==> config.mk <==
export PLATFORM = sky130hd
export DESIGN_NAME = ising_ring_metropolis
export DESIGN_NICKNAME = d
export VERILOG_FILES = /design/src/isrm_pkg.sv /design/src/isrm_ram.sv /design/src/isrm_acc.sv /design/src/ising_ring_metropolis.sv
export SDC_FILE = /design/constraint.sdc
export NUM_CORES = 2
export LEC_CHECK = 0
export ABC_CLOCK_PERIOD_IN_PS = 85900
export BUFFER_PORTS_ARGS = -buffer_cell sky130_fd_sc_hd__buf_2
export CAP_MARGIN = 20
export CORE_ASPECT_RATIO = 1.4
export CORE_UTILIZATION = 40
export CTS_CLUSTER_DIAMETER = 60
export CTS_CLUSTER_SIZE = 14
export DETAILED_ROUTE_END_ITERATION = 8
export GPL_TIMING_DRIVEN = 0
export SLEW_MARGIN = 30
export SYNTH_ARGS = -nofsm -noshare
export SYNTH_HDL_FRONTEND = slang
export SYNTH_SLANG_ARGS = --single-unit
==> constraint.sdc <==
create_clock -name clk -period 85.9 [get_ports clk]
set_clock_uncertainty 0.05 [all_clocks]
set_input_delay 17.18 -clock clk [delete_from_list [all_inputs] [get_ports clk]]
set_output_delay 17.18 -clock clk [all_outputs]
set_load 0.01 [all_outputs]
==> src/isrm_pkg.sv <==
// ----------------------------------------------------------------------------
// isrm_pkg
// Shared types and codes for the Ising ring Metropolis block: operation codes,
// configuration register indexes, the input and result words, and the
// control word of the accumulation unit.
// ----------------------------------------------------------------------------
package isrm_pkg;

  localparam logic [1:0] OP_LOAD    = 2'd0;
  localparam logic [1:0] OP_FLIP    = 2'd1;
  localparam logic [1:0] OP_MEASURE = 2'd2;

  localparam logic [1:0] CFG_CHAIN_LENGTH   = 2'd0;
  localparam logic [1:0] CFG_FLIP_THRESHOLD = 2'd1;
  localparam logic [1:0] CFG_WARMUP_SWEEPS  = 2'd2;

  localparam int unsigned CFG_WIDTH = 32;
  localparam int unsigned LEN_WIDTH = 11;
  localparam int unsigned SUM_WIDTH = 12;

  typedef struct packed {
    logic [1:0]  operation;
    logic [9:0]  site;
    logic        spin_value;
    logic [31:0] random_draw;
  } in_word_t;

  typedef struct packed {
    logic                        flipped;
    logic signed [SUM_WIDTH-1:0] magnetization_sum;
    logic signed [SUM_WIDTH-1:0] energy_sum;
    logic                        product_negative;
    logic                        measurement_valid;
  } out_word_t;

  // one spin word handed to the accumulator per cycle of the ring walk
  typedef struct packed {
    logic take;
    logic first;
  } acc_ctl_t;

endpackage

==> src/isrm_ram.sv <==
// ----------------------------------------------------------------------------
// isrm_ram
// Generic single-write, single-read memory with registered read data. Read
// data holds while no read is issued.
// ----------------------------------------------------------------------------
module isrm_ram #(
  parameter int unsigned WIDTH = 1,
  parameter int unsigned DEPTH = 1024
) (
  input  logic                     clk,
  input  logic                     we,
  input  logic [$clog2(DEPTH)-1:0] waddr,
  input  logic [WIDTH-1:0]         wdata,
  input  logic                     re,
  input  logic [$clog2(DEPTH)-1:0] raddr,
  output logic [WIDTH-1:0]         rdata
);

  logic [WIDTH-1:0] mem [DEPTH];
  logic [WIDTH-1:0] rdata_r;

  always_ff @(posedge clk) begin
    if (we) begin
      mem[waddr] <= wdata;
    end
    if (re) begin
      rdata_r <= mem[raddr];
    end
  end

  assign rdata = rdata_r;

endmodule

==> src/isrm_acc.sv <==
// ----------------------------------------------------------------------------
// isrm_acc
// Ring-walk accumulator: takes one spin per step and keeps the running
// magnetization, neighbor-pair energy and spin parity. The wraparound pair
// (last, first) is folded into the energy on the output side.
// ----------------------------------------------------------------------------
module isrm_acc #(
  parameter int unsigned ACW = 12
) (
  input  logic                  clk,
  input  isrm_pkg::acc_ctl_t    ctl,
  input  logic                  spin,
  output logic signed [ACW-1:0] mag,
  output logic signed [ACW-1:0] energy,
  output logic                  parity
);

  logic signed [ACW-1:0] mag_r, mag_nxt;
  logic signed [ACW-1:0] en_r, en_nxt;
  logic                  par_r, par_nxt;
  logic                  first_r, first_nxt;
  logic                  prev_r, prev_nxt;
  logic signed [ACW-1:0] spin_term;
  logic signed [ACW-1:0] pair_term;
  logic signed [ACW-1:0] wrap_term;

  // spin bit 1 means -1
  assign spin_term = spin ? -ACW'(1) : ACW'(1);
  // energy is minus the product of neighbors
  assign pair_term = (prev_r == spin) ? -ACW'(1) : ACW'(1);
  assign wrap_term = (prev_r == first_r) ? -ACW'(1) : ACW'(1);

  always_comb begin
    mag_nxt   = mag_r;
    en_nxt    = en_r;
    par_nxt   = par_r;
    first_nxt = first_r;
    prev_nxt  = prev_r;
    if (ctl.take) begin
      prev_nxt = spin;
      if (ctl.first) begin
        mag_nxt   = spin_term;
        en_nxt    = '0;
        par_nxt   = spin;
        first_nxt = spin;
      end else begin
        mag_nxt = mag_r + spin_term;
        en_nxt  = en_r + pair_term;
        par_nxt = par_r ^ spin;
      end
    end
  end

  always_ff @(posedge clk) begin
    mag_r   <= mag_nxt;
    en_r    <= en_nxt;
    par_r   <= par_nxt;
    first_r <= first_nxt;
    prev_r  <= prev_nxt;
  end

  assign mag    = mag_r;
  assign energy = en_r + wrap_term;
  assign parity = par_r;

endmodule

==> src/ising_ring_metropolis.sv <==
// sequence: load or unused code goes to S_QUICK; flip reads the site, its left and
//   right neighbors, then decides in S_F_DEC (to S_QUICK when the site is off the
//   ring); measure reads the n spins of the ring (one read per cycle), then S_M_TAIL, S_M_DONE
// one word at a time: the next word is taken once the result is registered
// reset: synchronous; a clearing pass then writes +1 to all MAX_SITES spins,
//   with in_ready low (config writes still taken)
// ----------------------------------------------------------------------------
// ising_ring_metropolis
// One-dimensional Ising ring with Metropolis flips. A small sequencer drives
// a one-bit spin memory, a shared 32-bit comparator and the ring-walk
// accumulator for loads, flip attempts and measurements.
// ----------------------------------------------------------------------------
module ising_ring_metropolis #(
  parameter int unsigned MAX_SITES = 1024
) (
  input  logic                            clk,
  input  logic                            rst_n,
  input  logic                            in_valid,
  output logic                            in_ready,
  input  isrm_pkg::in_word_t              in_word,
  output logic                            out_valid,
  input  logic                            out_ready,
  output isrm_pkg::out_word_t             out_word,
  input  logic                            cfg_we,
  input  logic [1:0]                      cfg_index,
  input  logic [isrm_pkg::CFG_WIDTH-1:0]  cfg_wdata
);

  localparam int unsigned AW  = $clog2(MAX_SITES);
  localparam int unsigned NW0 = $clog2(MAX_SITES + 1);
  localparam int unsigned NW  = (NW0 > isrm_pkg::LEN_WIDTH) ? NW0 : isrm_pkg::LEN_WIDTH;
  localparam int unsigned ACW = (AW + 2 > isrm_pkg::SUM_WIDTH) ? AW + 2 : isrm_pkg::SUM_WIDTH;
  localparam logic signed [ACW-1:0] SAT_HI = ACW'(2047);
  localparam logic signed [ACW-1:0] SAT_LO = -ACW'(2048);

  typedef enum logic [3:0] {
    S_CLEAR,
    S_IDLE,
    S_QUICK,
    S_F_S,
    S_F_L,
    S_F_R,
    S_F_DEC,
    S_M_RD,
    S_M_TAIL,
    S_M_DONE
  } state_t;

  state_t                            state_r, state_nxt;
  isrm_pkg::in_word_t                item_r, item_nxt;
  logic [AW-1:0]                     cnt_r, cnt_nxt;
  logic                              s_r, s_nxt;
  logic                              l_r, l_nxt;
  logic [31:0]                       sweep_r, sweep_nxt;
  logic                              out_valid_r, out_valid_nxt;
  isrm_pkg::out_word_t               out_word_r, out_word_nxt;
  logic [isrm_pkg::LEN_WIDTH-1:0]    len_r, len_nxt;
  logic [31:0]                       thr_r, thr_nxt;
  logic [31:0]                       warm_r, warm_nxt;

  logic [NW-1:0]         len_x;
  logic [NW-1:0]         n_use;
  logic [NW-1:0]         site_x;
  logic [NW-1:0]         right_x;
  logic [NW-1:0]         left_x;
  logic [NW-1:0]         nm1_x;
  logic                  in_range;
  logic                  out_free;
  logic [31:0]           cmp_a;
  logic [31:0]           cmp_b;
  logic                  cmp_lt;
  logic                  all_same;
  logic                  accept;

  logic                  ram_we;
  logic [AW-1:0]         ram_waddr;
  logic                  ram_wdata;
  logic                  ram_re;
  logic [AW-1:0]         ram_raddr;
  logic                  ram_rdata;

  isrm_pkg::acc_ctl_t    acc_ctl;
  logic signed [ACW-1:0] acc_mag;
  logic signed [ACW-1:0] acc_en;
  logic                  acc_par;

  function automatic logic signed [isrm_pkg::SUM_WIDTH-1:0] sat_sum(
    input logic signed [ACW-1:0] v
  );
    logic signed [isrm_pkg::SUM_WIDTH-1:0] r;
    if (v > SAT_HI) begin
      r = SAT_HI[isrm_pkg::SUM_WIDTH-1:0];
    end else if (v < SAT_LO) begin
      r = SAT_LO[isrm_pkg::SUM_WIDTH-1:0];
    end else begin
      r = v[isrm_pkg::SUM_WIDTH-1:0];
    end
    return r;
  endfunction

  // ring length clamped to [2, MAX_SITES]
  always_comb begin
    len_x = NW'(len_r);
    if (len_x < NW'(2)) begin
      n_use = NW'(2);
    end else if (len_x > NW'(MAX_SITES)) begin
      n_use = NW'(MAX_SITES);
    end else begin
      n_use = len_x;
    end
  end

  assign site_x   = NW'(item_r.site);
  assign in_range = site_x < n_use;
  assign nm1_x    = n_use - NW'(1);
  assign right_x  = (site_x + NW'(1) < n_use) ? site_x + NW'(1) : '0;
  assign left_x   = (site_x == '0) ? nm1_x : site_x - NW'(1);
  assign out_free = !out_valid_r || out_ready;

  // shared comparator: acceptance draw during a flip, warm-up check on measure
  assign cmp_a  = (state_r == S_M_DONE) ? warm_r : item_r.random_draw;
  assign cmp_b  = (state_r == S_M_DONE) ? sweep_r : thr_r;
  assign cmp_lt = cmp_a < cmp_b;

  // uphill only when both neighbors match the spin (h = 2)
  assign all_same = (l_r == s_r) && (ram_rdata == s_r);
  assign accept   = !all_same || cmp_lt;

  always_comb begin
    state_nxt     = state_r;
    item_nxt      = item_r;
    cnt_nxt       = cnt_r;
    s_nxt         = s_r;
    l_nxt         = l_r;
    sweep_nxt     = sweep_r;
    out_valid_nxt = out_valid_r && !out_ready;
    out_word_nxt  = out_word_r;
    len_nxt       = len_r;
    thr_nxt       = thr_r;
    warm_nxt      = warm_r;
    ram_we        = 1'b0;
    ram_waddr     = site_x[AW-1:0];
    ram_wdata     = item_r.spin_value;
    ram_re        = 1'b0;
    ram_raddr     = site_x[AW-1:0];
    acc_ctl       = '0;

    if (cfg_we) begin
      case (cfg_index)
        isrm_pkg::CFG_CHAIN_LENGTH:   len_nxt  = cfg_wdata[isrm_pkg::LEN_WIDTH-1:0];
        isrm_pkg::CFG_FLIP_THRESHOLD: thr_nxt  = cfg_wdata;
        isrm_pkg::CFG_WARMUP_SWEEPS:  warm_nxt = cfg_wdata;
        default: ;
      endcase
    end

    case (state_r)
      S_CLEAR: begin
        ram_we    = 1'b1;
        ram_waddr = cnt_r;
        ram_wdata = 1'b0;
        cnt_nxt   = cnt_r + AW'(1);
        if (cnt_r == AW'(MAX_SITES - 1)) begin
          cnt_nxt   = '0;
          state_nxt = S_IDLE;
        end
      end
      S_IDLE: begin
        if (in_valid) begin
          item_nxt = in_word;
          cnt_nxt  = '0;
          case (in_word.operation)
            isrm_pkg::OP_FLIP:    state_nxt = S_F_S;
            isrm_pkg::OP_MEASURE: begin
              state_nxt = S_M_RD;
              if (sweep_r != '1) begin
                sweep_nxt = sweep_r + 32'd1;
              end
            end
            default:              state_nxt = S_QUICK;
          endcase
        end
      end
      S_QUICK: begin
        // load, unused code, or a flip whose site is off the ring
        if (out_free) begin
          ram_we        = (item_r.operation == isrm_pkg::OP_LOAD) && in_range;
          out_valid_nxt = 1'b1;
          out_word_nxt  = '0;
          state_nxt     = S_IDLE;
        end
      end
      S_F_S: begin
        if (!in_range) begin
          state_nxt = S_QUICK;
        end else begin
          ram_re    = 1'b1;
          state_nxt = S_F_L;
        end
      end
      S_F_L: begin
        ram_re    = 1'b1;
        ram_raddr = left_x[AW-1:0];
        s_nxt     = ram_rdata;
        state_nxt = S_F_R;
      end
      S_F_R: begin
        ram_re    = 1'b1;
        ram_raddr = right_x[AW-1:0];
        l_nxt     = ram_rdata;
        state_nxt = S_F_DEC;
      end
      S_F_DEC: begin
        if (out_free) begin
          ram_we               = accept;
          ram_wdata            = !s_r;
          out_valid_nxt        = 1'b1;
          out_word_nxt         = '0;
          out_word_nxt.flipped = accept;
          state_nxt            = S_IDLE;
        end
      end
      S_M_RD: begin
        ram_re        = 1'b1;
        ram_raddr     = cnt_r;
        // the accumulator takes the data of the read issued in the previous cycle
        acc_ctl.take  = cnt_r != '0;
        acc_ctl.first = cnt_r == AW'(1);
        cnt_nxt       = cnt_r + AW'(1);
        if (cnt_r == nm1_x[AW-1:0]) begin
          state_nxt = S_M_TAIL;
        end
      end
      S_M_TAIL: begin
        acc_ctl.take = 1'b1;
        state_nxt    = S_M_DONE;
      end
      S_M_DONE: begin
        if (out_free) begin
          out_valid_nxt                  = 1'b1;
          out_word_nxt.flipped           = 1'b0;
          out_word_nxt.magnetization_sum = sat_sum(acc_mag);
          out_word_nxt.energy_sum        = sat_sum(acc_en);
          out_word_nxt.product_negative  = acc_par;
          out_word_nxt.measurement_valid = cmp_lt;
          state_nxt                      = S_IDLE;
        end
      end
      default: begin
        state_nxt = S_IDLE;
      end
    endcase
  end

  always_ff @(posedge clk) begin
    if (!rst_n) begin
      state_r     <= S_CLEAR;
      cnt_r       <= '0;
      sweep_r     <= '0;
      out_valid_r <= 1'b0;
      len_r       <= isrm_pkg::LEN_WIDTH'(1024);
      thr_r       <= '0;
      warm_r      <= '0;
    end else begin
      state_r     <= state_nxt;
      cnt_r       <= cnt_nxt;
      sweep_r     <= sweep_nxt;
      out_valid_r <= out_valid_nxt;
      len_r       <= len_nxt;
      thr_r       <= thr_nxt;
      warm_r      <= warm_nxt;
    end
    item_r     <= item_nxt;
    s_r        <= s_nxt;
    l_r        <= l_nxt;
    out_word_r <= out_word_nxt;
  end

  isrm_ram #(
    .WIDTH (1),
    .DEPTH (MAX_SITES)
  ) u_spin_ram (
    .clk   (clk),
    .we    (ram_we),
    .waddr (ram_waddr),
    .wdata (ram_wdata),
    .re    (ram_re),
    .raddr (ram_raddr),
    .rdata (ram_rdata)
  );

  isrm_acc #(
    .ACW (ACW)
  ) u_acc (
    .clk    (clk),
    .ctl    (acc_ctl),
    .spin   (ram_rdata),
    .mag    (acc_mag),
    .energy (acc_en),
    .parity (acc_par)
  );

  assign in_ready  = state_r == S_IDLE;
  assign out_valid = out_valid_r;
  assign out_word  = out_word_r;

`ifndef SYNTHESIS
  a_clear_after_reset: assert property (@(posedge clk)
    !rst_n |=> !in_ready)
    else $error("word taken before the spin clearing pass");

  a_one_word_at_a_time: assert property (@(posedge clk) disable iff (!rst_n)
    in_valid && in_ready |=> !in_ready)
    else $error("second word taken while one is in progress");

  a_sweep_monotone: assert property (@(posedge clk) disable iff (!rst_n)
    1'b1 |=> sweep_r >= $past(sweep_r))
    else $error("sweep counter went backward");

  a_no_write_in_walk: assert property (@(posedge clk) disable iff (!rst_n)
    (state_r == S_M_RD || state_r == S_M_TAIL || state_r == S_M_DONE) |-> !ram_we)
    else $error("spin written during a ring walk");
`endif

endmodule
Yosys cells after proc, flatten, opt, wreduce, memory -nomap -nowiden. Memory sizes are Yosys's and may differ from the RTL's. A register that Yosys moved wholly into a read port is not among the register bits. Index checks and enable logic that the tools add are counted.

Bits in registers: 223. Bits in latches: 0. Bits in writable memories: 1024. ROM bits: 0. Input bits: 84. Word-level logic and storage cells: 141. Memories kept: 1.

$add $sub $neg: 8. Multiply operators: 0. Div/mod/pow operators: 0. $lt $le $gt $ge: 9. Eq/ne operators: 28. Shifts and indexed selects: 0. Muxes and demuxes: 44. Bitwise logic cells: 1. Reduce and logical (&&, ||, !) cells: 27.

Memories: u_spin_ram.mem (words 1024, bits a word 1, rd ports 1, clocked after memory_dff 1, wr ports 1, RTL line isrm_ram.sv:19) `logic [WIDTH-1:0] mem [DEPTH];`.

Operator list (number): $mux 12 (8); $mux 27 (3); $pmux 27 s3 (1); $mux 32 (2); $pmux 10 s3 (2); $mux 10 (5); $add 12x12->12 (3); $add 32x1->32 const B (1); $lt 32x32->1 (1); $ne 32x32->1 const B (1); $pmux 4 s8 (1); $gt 12x12->1 const B (2); $lt 12x12->1 const B (2); $mux 11 (2); $sub 10x1->10 const B (2); $eq 4x3->1 const B (4); $mux 4 (4); $ne 2x2->1 const B (6); $reduce_and 2->1 (6); $reduce_and 4->1 (3); $add 10x1->11 const B (1); $gt 11x11->1 const B (1); $logic_not 11->1 (1); $lt 10x11->1 (1); other kinds (27) (54).

Depth between registers and ports, before layout.
Depth after elaboration: 9. Mapped depth: 24.

Modules after synthesis. From an unflattened synthesis, not the netlist that was laid out.

Cell total of the unflattened synthesis: 4516. Area, all modules: 57584.0 µm².

By module, submodules not included: isrm_ram (times used 1, cells each 3112, area each 44666.6 µm², seq. area each 30779.5 µm²); ising_ring_metropolis (times used 1, cells each 1170, area each 10715.3 µm², seq. area each 4664.5 µm²); isrm_acc (times used 1, cells each 234, area each 2202.1 µm², seq. area each 810.8 µm²).

Worst setup path before layout. OpenSTA, ideal clock, no wires.

Kind: input port to flip-flop. Start point: input out_ready. End point: memory u_spin_ram.mem[0], data pin. Setup time: 8129 ps. Arrival: 57042 ps. Path slack: 20679 ps. Stages on the path: 3. Path through: nor2b_1 or2_2 o21ai_0.

Cells in the longest elaborated chain, start to end: 3.

Ends and longest elaborated chain: from (decl) (RTL line ising_ring_metropolis.sv:22) `input logic out_ready,`; $logic_or 1x1->1 (RTL line ising_ring_metropolis.sv:118) `assign out_free = !out_valid_r || out_ready;`; $mux 1 (RTL line ising_ring_metropolis.sv:214) `if (out_free) begin`; $pmux 1 s2 (RTL line ising_ring_metropolis.sv:157) `case (state_r)`; named net ram_wdata (RTL line ising_ring_metropolis.sv:77) `logic ram_wdata;`; to (decl) (RTL line isrm_ram.sv:19).

The timed path passes the listed nets, and every way through them passes these cells.

Final worst setup path.
Start point: input out_ready. End point: memory u_spin_ram.mem[120] (enable).

Cells in the longest elaborated chain, start to end: 5.

Ends and longest elaborated chain: $logic_or 1x1->1 (*) (RTL line ising_ring_metropolis.sv:118); $mux 1, on equally long branches (RTL line ising_ring_metropolis.sv:214, ising_ring_metropolis.sv:186); $pmux 1 s3 (*) (RTL line ising_ring_metropolis.sv:157); $mux 1 (*) (RTL line isrm_ram.sv:23) `if (we) begin`; $mux 1 (implied by the code) (*) (RTL line isrm_ram.sv:24) `mem[waddr] <= wdata;`.

Mark *: on every way between the ends. The rest lies on a longest branch, timed or not.

==> impl_results.md <==
- Global-route usage over all layers: a little under a third
- Maximum number of pins on one net before global-route repair: 35
- Most common cell in the netlist: nand2_1
- Layout net count: 6006
- Global placement routability congestion: 0.9697
- Post-DP Area: around 0.062 mm^2
- Final core utilization: 45.29%
- Top Ports: 113
- Most frequent cells after synthesis: nand2_1, nor2_1, edfxtp_1
- Final ANT Viol Nets: 0
- Layout cells sized above 1: 9.040%
- Final Hold Vio Count: 0
- Clock tree sinks: ~1200
- Yosys warning total: 0
- Commonest register cell after synthesis: edfxtp_1
- Setup repair after global routing missed its margin: no
- Worst-case headroom to the max-slew limit: a little over a quarter
- Worst-path fanout max: 10
- Number of port buffers: ~110
- Post-synthesis cell count: 5560
- Wire length reported by the detailed router: ~230000 um
- Antenna violations before repair: 12
- Crit Reg-Reg Startpoint: item_r[37]
- Fraction of the cycle the final worst path needs: 23.81%
- Outcome: finished clean
- Number of gates given a new drive strength after cts: 0
- Area fraction of the dominant cell type after synthesis: 58.25%
- Final HPWL DP: 157800 um
- Post-synth EDFFs: 1126
- Die Outline Area: 0.1467 mm^2
- Signal arrival time at the worst endpoint: a little over 20 ns
- Fill cells: about 14000
- Die extent in x: 324.0 um
- Post-Syn Area: 0.05805 mm^2
- TritonRoute pass-1 iters: 9
- Root Buffer Master: clkbuf_16
- Total clock buffers created by CTS: 104
- Crit Path Category: in2reg
- Post-synthesis average cell area: 10.44 um^2
- Net count after synthesis: 5734
- Standby leakage power: 22.34 nW
- Area added between synthesis and finish: 12.60%
- Share of flip-flops with an asynchronous set or reset after synthesis: 0%
- Placeable core region: 0.1443 mm^2
- Total setup buffers inserted after CTS: 0
- Detail-routed net length per standard cell: 29.85 um
- Routed length on met1: roughly 75000 um
- H-tree depth: 3
- Detailed Route Iter0 Violations: 6547
- Peak ir drop on the vdd network: between 0.000015 and 0.00002 V
- Synthesized flop and latch total: between 1000 and 1500
- Final total negative setup slack: 0 ns
- Final setup vio count: 0
- Worst Hold Depth: 2
- CTS tree: yes
- Total vias in the final route: approximately 47000
- Tightest hold margin: 0.4055 ns
- Clock Latency Late Sink: 0.77 ns
- First-pass GRT wire length: 321800 um
- Height of the die: 452.7 um
- Synth area leaders: edfxtp_1, nand2_1, nor2_1
- Worst slack, placed: 65.00 ns
- Crit path capture type: flip-flop
- DRC: 0
- Startpoint of the lowest-slack hold path: warm_r[22]
- Initial cell density of the core: about two fifths
- Topmost layer with routed signal wires: met5
- Destination of the worst hold path: warm_r[22]
- Slew of the pin with the lowest slew margin: ~1.1 ns
- Count of standard-cell rows: 165
- CTS clock-pin slew for the worst setup and hold paths: 0.07 ns
- Buffer depth of the longest clock path: 3
- Area of all placed cells without fillers: roughly 0.065 mm^2
- Endpoint of the worst-slack reg-to-reg timing path: u_spin_ram.rdata
- Gr ovfl total: 0
- Path type of the worst min-delay path: reg2reg
- Required time at the endpoint of the critical path: 86.24 ns
- Met2 WL post-DR: 108000 um
- Combined area of the multi-input logic cells: 0.02004 mm^2
- Count of max-cap constraint violations: 0
- Count of different cell masters after synthesis: 88
- Worst path setup slack after routing: 65.45 ns
- Hold buffer count at CTS: 0
- Tmin final: between 20 and 25 ns
- Met3 wire length: approximately 26000 um
- Sequential area share after synthesis: a little over three fifths
- Vias per std cell: 6.019
- Storage cell area: 0.03625 mm^2
- Via count of the first global-routing pass: 45020
- Worst reg-to-reg path cell count: 21
- Biggest area consumer among synthesized cells: edfxtp_1
- Count of final max-slew check failures: 0
- Fmax achieved: 48.90 MHz
- Worst setup SP type: primary input
- Register-to-register setup slack: 77.73 ns
- Power per cell area: 22.85 mW/mm^2
==> routing by layer <==
layer  up-vias  GRT usage, %
met2      3248         50.92
met5         -             0
met3       987         7.819
li1      20000             -
met1     22670         33.91
met4        10         26.55
==> critical path, stage by stage <==
cell and delay, ns:
buf_2 0.11, nor2b_1 0.46, or2_2 0.28, o22a_1 0.14, o21ai_1 0.17, o21ai_1 0.65, clkbuf_1 0.63, clkbuf_1 0.67
nor2_1 0.48
==> cell families after synthesis <==
group	Yosys count	share of synthesized area (%)
adders and majority gates	90	1.979
buffers and inverters	421	3.266
muxes	195	3.375
xor gates and xnor gates	91	1.373
AOI/OAI and AO/OA	475	5.783
DFF	1248	62.46
and+or+nand+nor	3040	21.77
==> metrics by stage <==
step / instances / power, mW
2_1_floorplan: 5560 / 0.9166
3_3_place_gp: 7592 / 1.136
3_5_place_dp: 7646 / 1.035
4_1_cts: 7783 / 1.474
5_1_grt: 7784 / 1.509
6_report: 7794 / 1.494
==> layout by cell type, fill, tap and decap left out, types with 50 or more instances in the layout <==
| master | instances |
|---|---|
| clkbuf_16 | 104 |
| ha_1 | 87 |
| edfxtp_1 | 1126 |
| mux2i_1 | 189 |
| a21oi_1 | 128 |
| clkbuf_1 | 194 |
| nand3_1 | 258 |
| nand4_1 | 141 |
| o21ai_0 | 50 |
| nor2_1 | 1156 |
| dfxtp_1 | 122 |
| nand2_1 | 1284 |
| buf_2 | 242 |
| xnor2_1 | 62 |
| a32oi_1 | 147 |
==> report_power, final <==
| group | total, mW | switching (mW) | internal (mW) |
|---|---|---|---|
| Sequential | 0.684 | 0.00270 | 0.682 |
| Clock | 0.454 | 0.229 | 0.225 |
| Combinational | 0.355 | 0.295 | 0.0604 |
| Total | 1.49 | 0.526 | 0.967 |
==> worst max-delay path by stage <==
stage | slack (ns) | cells after the start | startpoint | endpoint
6_report | 65.45 | 9 | out_ready | u_spin_ram.mem[120]
5_1_grt | 65.49 | 9 | out_ready | u_spin_ram.mem[120]
4_1_cts | 65.80 | 9 | out_ready | u_spin_ram.mem[121]
3_5_place_dp | 65.00 | 9 | out_ready | u_spin_ram.mem[121]
3_3_place_gp | -9.45 | 4 | out_ready | u_spin_ram.mem[198]
2_1_floorplan | 20.68 | 3 | out_ready | u_spin_ram.mem[0]
==> registers in the layout, indices dropped and copies added (netlist names) <==
signal / cells
l_r: 1
thr_r: 32
u_acc.first_r: 1
warm_r: 32
u_acc.parity: 1
u_spin_ram.rdata: 1
cnt_r: 10
out_valid: 1
s_r: 1
u_acc.mag: 12
sweep_r: 32
out_word: 27
len_r: 11
state_r: 4
u_acc.en_r: 12
item_r: 45
u_spin_ram.mem: 1024
u_acc.prev_r: 1
==> final cells by class <==
type,instances,area share (%)
buffer,379,2.741
antenna,11,0.04212
timing repair buffer,166,2.732
inverter,42,0.2412
sequential,1248,55.47
multi-input combinational,3891,30.67
clock inverter,23,0.3771
tap,1920,3.676
clock buffer,114,4.055
(Power assumes the default switching activity.)
